==> config.mk <==
export PLATFORM = sky130hd
export DESIGN_NAME = pts_fifo
export DESIGN_NICKNAME = d
export VERILOG_FILES = /design/src/design/pts_pkg.sv /design/src/design/pts_fifo.sv
export SDC_FILE = /design/constraint.sdc
export NUM_CORES = 1
export LEC_CHECK = 0
export BUFFER_PORTS_ARGS = -buffer_cell sky130_fd_sc_hd__buf_2
export CORE_AREA = 4 4 395 397
export DETAILED_ROUTE_END_ITERATION = 7
export DIE_AREA = 0 0 399 401
export HOLD_SLACK_MARGIN = 0.06
export PLACE_DENSITY_LB_ADDON = 0.1
export SLEW_MARGIN = 25
export SYNTH_ARGS = -nofsm -noshare
export SYNTH_HDL_FRONTEND = slang
export SYNTH_SLANG_ARGS = --single-unit
==> constraint.sdc <==
create_clock -name clk_i -period 35.1 [get_ports clk_i]
set_input_delay 8.775 -clock clk_i [delete_from_list [all_inputs] [get_ports clk_i]]
set_output_delay 8.775 -clock clk_i [all_outputs]
set_load 0.1 [all_outputs]
==> src/design/pts_pkg.sv <==
// Shared types, constants and helpers of the pose transform and standoff setpoint block.
package pts_pkg;

  localparam int unsigned QUEUE_DEPTH = 4;
  localparam int unsigned SQRT_STEPS  = 32;
  localparam int unsigned DIV_STEPS   = 23;
  localparam int unsigned CFG_IDX_W   = 2;
  localparam int unsigned CFG_DATA_W  = 23;

  typedef enum logic [CFG_IDX_W-1:0] {
    CFG_STANDOFF   = 2'd0,
    CFG_FWD_OFFSET = 2'd1,
    CFG_UP_OFFSET  = 2'd2
  } pts_cfg_idx_e;

  localparam logic [22:0]        STANDOFF_RST = 23'd196608;
  localparam logic signed [17:0] FWD_RST      = 18'sd13107;
  localparam logic signed [17:0] UP_RST       = 18'sd1966;
  localparam logic signed [33:0] ONE_Q28      = 34'sd268435456;

  typedef struct packed {
    logic [22:0]        standoff;
    logic signed [17:0] fwd;
    logic signed [17:0] up;
  } pts_cfg_t;

  typedef struct packed {
    logic signed [31:0] robot_x;
    logic signed [31:0] robot_y;
    logic signed [31:0] robot_z;
    logic signed [15:0] quat_x;
    logic signed [15:0] quat_y;
    logic signed [15:0] quat_z;
    logic signed [15:0] quat_w;
    logic signed [31:0] cam_point_x;
    logic signed [31:0] cam_point_y;
    logic signed [31:0] cam_point_z;
  } pts_in_t;

  typedef struct packed {
    logic signed [31:0] target_world_x;
    logic signed [31:0] target_world_y;
    logic signed [31:0] target_world_z;
    logic signed [31:0] setpoint_x;
    logic signed [31:0] setpoint_y;
    logic signed [31:0] setpoint_z;
    logic               zero_distance;
  } pts_out_t;

  // One queued item: robot position, body-frame point and rotation matrix in Q.28.
  typedef struct packed {
    logic [2:0][31:0] pos;
    logic [2:0][32:0] b;
    logic [8:0][33:0] rm;
  } pts_work_t;

  function automatic logic signed [31:0] sat32(input logic signed [42:0] v);
    if (v > 43'sd2147483647) begin
      return 32'sh7fffffff;
    end else if (v < -43'sd2147483648) begin
      return 32'sh80000000;
    end else begin
      return v[31:0];
    end
  endfunction

endpackage

==> src/design/pts_fifo.sv <==
// Small queue that decouples the front stage from the arithmetic pipeline.
module pts_fifo #(
  parameter int unsigned Depth = pts_pkg::QUEUE_DEPTH
) (
  input  logic               clk_i,
  input  logic               rst_ni,
  input  logic               push_valid_i,
  output logic               push_ready_o,
  input  pts_pkg::pts_work_t push_data_i,
  output logic               pop_valid_o,
  input  logic               pop_ready_i,
  output pts_pkg::pts_work_t pop_data_o
);

  localparam int unsigned PtrW = $clog2(Depth);
  localparam int unsigned CntW = $clog2(Depth + 1);

  pts_pkg::pts_work_t mem_q [Depth];
  logic [PtrW-1:0]    wr_ptr_q, rd_ptr_q;
  logic [CntW-1:0]    cnt_q;
  logic               push, pop;

  assign push_ready_o = cnt_q != CntW'(Depth);
  assign pop_valid_o  = cnt_q != '0;
  assign pop_data_o   = mem_q[rd_ptr_q];
  assign push         = push_valid_i && push_ready_o;
  assign pop          = pop_valid_o && pop_ready_i;

  always_ff @(posedge clk_i or negedge rst_ni) begin
    if (!rst_ni) begin
      wr_ptr_q <= '0;
      rd_ptr_q <= '0;
      cnt_q    <= '0;
    end else begin
      if (push) begin
        wr_ptr_q <= (wr_ptr_q == PtrW'(Depth - 1)) ? '0 : wr_ptr_q + 1'b1;
      end
      if (pop) begin
        rd_ptr_q <= (rd_ptr_q == PtrW'(Depth - 1)) ? '0 : rd_ptr_q + 1'b1;
      end
      if (push && !pop) begin
        cnt_q <= cnt_q + 1'b1;
      end else if (pop && !push) begin
        cnt_q <= cnt_q - 1'b1;
      end
    end
  end

  always_ff @(posedge clk_i) begin
    if (push) begin
      mem_q[wr_ptr_q] <= push_data_i;
    end
  end

endmodule

Word-level counts from Yosys, hierarchy flattened:

Memories as Yosys holds them, arrays and structs flattened.
Cells that the tools add are included.
Widths: inputs -> output; s select.

* bits in registers: 7
* bits in writable memories: 2004
* output and inout bits: 503
* memories: 1
* input port bits: 505
* logic and storage cells: 25

* multiplexer cells: 6
* add/subtract/negate cells: 4
* equal/unequal tests: 3
* reduce and logical (&&, ||, !) cells: 8

Memory list
* mem_q: depth 4, bits a word 501, rd ports 1, clocked after memory_dff 0, wr ports 1, RTL line pts_fifo.sv:18 `pts_pkg::pts_work_t mem_q [Depth];`

Operators with widths (number)
* $mux 3: 2
* $add 2x1->2 const B: 2
* $eq 2x2->1 const B: 2
* $logic_and 1x1->1: 4
* $mux 2: 2
* $add 3x1->3 const B: 1
* $ne 3x3->1 const B: 1
* $reduce_bool 3->1: 1
* $sub 3x1->3 const B: 1
* $logic_not 1->1: 2
* $mux 1: 2
* $reduce_bool 2->1: 1

Longest topological paths before layout:

* depth after elaboration: 6
* gate-level depth with buffers: 8
* depth with buffers taken out: 8

Worst setup path after synthesis:

OpenSTA, ideal clock, no wires.

* kind: input to register
* from: input port push_valid_i
* to: memory mem_q[3][0] (netlist name), enable pin
* library setup time: 935 ps
* slack: 13988 ps
* path buffers: 0
* data arrival time: 20177 ps
* data required time: 34165 ps
* stages on the path: 1
* cells stage by stage: and3_1

* longest elaborated chain between the ends: 3

RTL lines
* from (decl): RTL line pts_fifo.sv:7 `input logic push_valid_i,`
* $logic_and 1x1->1: RTL line pts_fifo.sv:26 `assign push = push_valid_i && push_ready_o;`
* $mux 1: RTL line pts_fifo.sv:50 `if (push) begin`
* $mux 1 (not written as such): RTL line pts_fifo.sv:51 `mem_q[wr_ptr_q] <= push_data_i;`
* to (decl): RTL line pts_fifo.sv:18

No other way between the ends.

==> results.tsv <==
stage	metric	value	unit
grt	largest net degree at the start of global routing	158	
timing	Max-slew headroom	30.4	%
cts	Max clock buf depth	3	
layout	Final nets	4307	
cts	CTS tree	done	
drt	Via Count	33400	
drt	post-route antenna net violation count	0	
min_path	Hold Path Sink	cnt_q[2]	
setup_path	Data arrival, critical path	5.71	ns
grt	number of global-route vias before repair	34800	
grt	first-pass GRT wire length	250000	um
synthesis	proportion of synthesized area in mux cells	15.6	%
setup_path	CP Max Fanout	89	
timing	RSZ-0062 raised after global routing	no	
drt	total wire length	175000	um
place	Final Wtd Congestion	0.820	
timing	Max Clock Freq	0.0690	GHz
cts	Clock Tree Root	clkbuf_16	
synthesis	XOR/XNOR share of the synthesized area	0.0361	%
grt	met1 Use GR	26.1	%
setup_path	Slowest cell on crit path	dfrtp_4	
floorplanning	io pins	1008	
grt	met2 usage	36.1	%
grt	remaining global-route overflow	0	
grt	GRT busiest layer	met2	
synthesis	Synth area leaders	edfxtp_1 83%, mux4_2 15%, buf_6 0.77%	
cts	Clock transition at path regs	0.06	ns
setup_path	delay of the slowest critical-path stage	0.85	ns
setup_path	crit-path most repeated cell	buf_4	
floorplanning	Die W	399	um
drt	DR vias/cell	5.53	
setup_path	Reg-to-Reg End	mem_q[1][326]	
drt	# DRC	0	
synthesis	Cells after Synth	2653	
timing	Post-Route Setup TNS	0	ns
setup_path	Worst setup EP type	primary output	
setup_path	Crit Path Category	reg2out	
cts	Post-CTS Setup Inserts	0	
grt	initial antenna violation count	143	
cts	clk sinks	2011	
floorplanning	Row Count	143	
synthesis	compound-cell area share of the yosys netlist	0	%
synthesis	Distinct cells, synth	21	
synthesis	Simple-Gate Fraction of Synth Area	0.0911	%
timing	Final Hold Viols	0	
timing	post-route minimum period	14.49	ns
timing	Slew Limit Fails	0	
drt	Wirelength per Cell	29.0	um
setup_path	worst r2r src	cnt_q[2]	
synthesis	Yosys warnings	0	
floorplanning	core area	152000	um2
synthesis	Synth Cell Area	72800	um2
synthesis	Synth Area in Adders	0.131	%
place	dpl hpwl	115000	um
min_path	worst hold path type	reg2reg	
min_path	Worst Hold Launch	cnt_q[2]	
cts	CTS buffer count	200	
setup_path	internal reg-to-reg setup slack	30.98	ns
synthesis	#FFs+latches synth	2011	
synthesis	syn_nets	3165	
cts	hold buffers post-CTS	0	
floorplanning	starting density of the core	47.9	%
timing	Final Skew	0.0423	ns
floorplanning	die span in y	401	um
setup_path	critical path cell sequence	buf_6 > buf_4 > buf_12 > buf_4 > mux4_2 > buf_2	
floorplanning	Die Outline Area	160000	um2
layout	layout cell share with drive strength beyond 1	46.2	%
drt	initial DRC count	2508	
synthesis	area leader, netlist	edfxtp_1	
grt	Total Routing Usage GR	21.7	%
layout	area delta synth->final	18.8	%
cts	post_cts resized	0	
cts	worst-skew pair later-pin latency	0.81	ns
job	total of max-cap violations	0	
setup_path	critical path startpoint category	flop	
synthesis	Synth top area share	82.7	%
setup_path	Reg2Reg Depth	5	
grt	met3 Track Usage GR	9.10	%
setup_path	Worst EP required	26.32	ns
cts	H-tree depth	4	
run_status	status	finished, final reports clean	
synthesis	syn_area_per_cell	27.4	um2
min_path	worst hold path depth	1	
place	PortBufs	1007	
synthesis	post-synthesis sequential area ratio	82.9	%
timing	period utilization	41.3	%
drt	TritonRoute pass-1 iters	5	
timing	final setup violation count	0	
synthesis	main combinational cell family by area after synthesis	multiplexers	
timing	Slew @ Worst Pin	1.04	ns
[layer usage]
metal | part of all wire, % | wire [um]
met1 | 35 | 62100
met2 | 50 | 88000
met3 | 11 | 19300
met4 | 3.2 | 5560
met5 | 0.24 | 425
[metrics by stage]
step | hold WS [ns] | worst slack (ns) | utilization, % | cell area [um2] | std cells
final | 0.479 | 20.61 | 56.9 | 86500 | 6051
after global routing | 0.520 | 19.92 | 56.8 | 86300 | 5997
after CTS | 0.484 | 20.01 | 56.7 | 86100 | 5973
after detailed placement | 0.474 | 20.91 | 52.7 | 80000 | 5618
after global placement | 0.467 | 21.02 | 52.6 | 79900 | 5615
after floorplan | 0.447 | 13.99 | - | 72800 | 2653
[layout by cell type (no fill, tap or decap), drive strengths merged]
cell type / instances
ha: 6
mux4: 501
or3b: 1
clkbuf: 243
or3: 1
xnor2: 1
bufinv: 10
clkinv: 95
and2: 1
mux2: 5
inv: 9
and3: 4
xor2: 2
diode: 73
nor2: 3
nand2: 1
edfxtp: 2004
clkinvlp: 1
buf: 1052
dfrtp: 7
fa: 1
[worst max path at each step]
stage / end / slack, ns / from / cells after the start
floorplan: mem_q[3][0] / 13.99 / push_valid_i / 1
global placement: pop_data_o[307] / 21.02 / rd_ptr_q[0] / 6
detailed placement: pop_data_o[268] / 20.91 / rd_ptr_q[0] / 6
CTS: pop_data_o[207] / 20.01 / rd_ptr_q[0] / 6
global route: pop_data_o[207] / 19.92 / rd_ptr_q[0] / 6
finish: pop_data_o[207] / 20.61 / rd_ptr_q[0] / 6
[Yosys cell counts]
cell type  instances
inv_1              3
edfxtp_1        2004
or3b_4             1
and3_1             4
nand2_1            1
buf_6             50
buf_4              2
mux2_4             2
and2_4             1
mux2_2             3
buf_2             51
buf_8              3
mux4_2           501
nor2_1             3
fa_1               1
dfrtp_1            7
clkbuf_1           6
xnor2_1            1
xor2_1             2
or3_1              1
ha_1               6
[worst max-delay path: cells and delay by family (launching register included)]
family,cells,cell delay (ns)
mux,1,0.62
flops,1,0.85
buf+inv,5,3.15
[flip-flops by register name, indices dropped and copies added, names as in the netlist]
signal / cells
mem_q: 2004
cnt_q: 3
wr_ptr_q: 2
rd_ptr_q: 2
[cell type report]
type | count | area [um2]
repair buffers | 1052 | 5660
clock buffers | 243 | 5250
multi-input cells | 527 | 11600
diodes | 73 | 183
clock inverters | 112 | 898
inverters | 3 | 11.3
fillers | 11100 | 65400
well taps | 2030 | 2540
flip-flops and latches | 2011 | 60400
[cells by family (layout without fill, tap and decap cells)]
| family | count (synthesis) | after routing |
|---|---|---|
| multiplexers | 506 | 506 |
| XOR/XNOR | 3 | 3 |
| other | 0 | 73 |
| AND/OR/NAND/NOR | 11 | 11 |
| adder cells (fa/ha/maj) | 7 | 7 |
| buffers and inverters | 115 | 1410 |
| flip-flops | 2011 | 2011 |
Power is left out: the tool's default activity adds up to more than one toggle a clock period on the data nets, which glitch-free logic cannot reach.
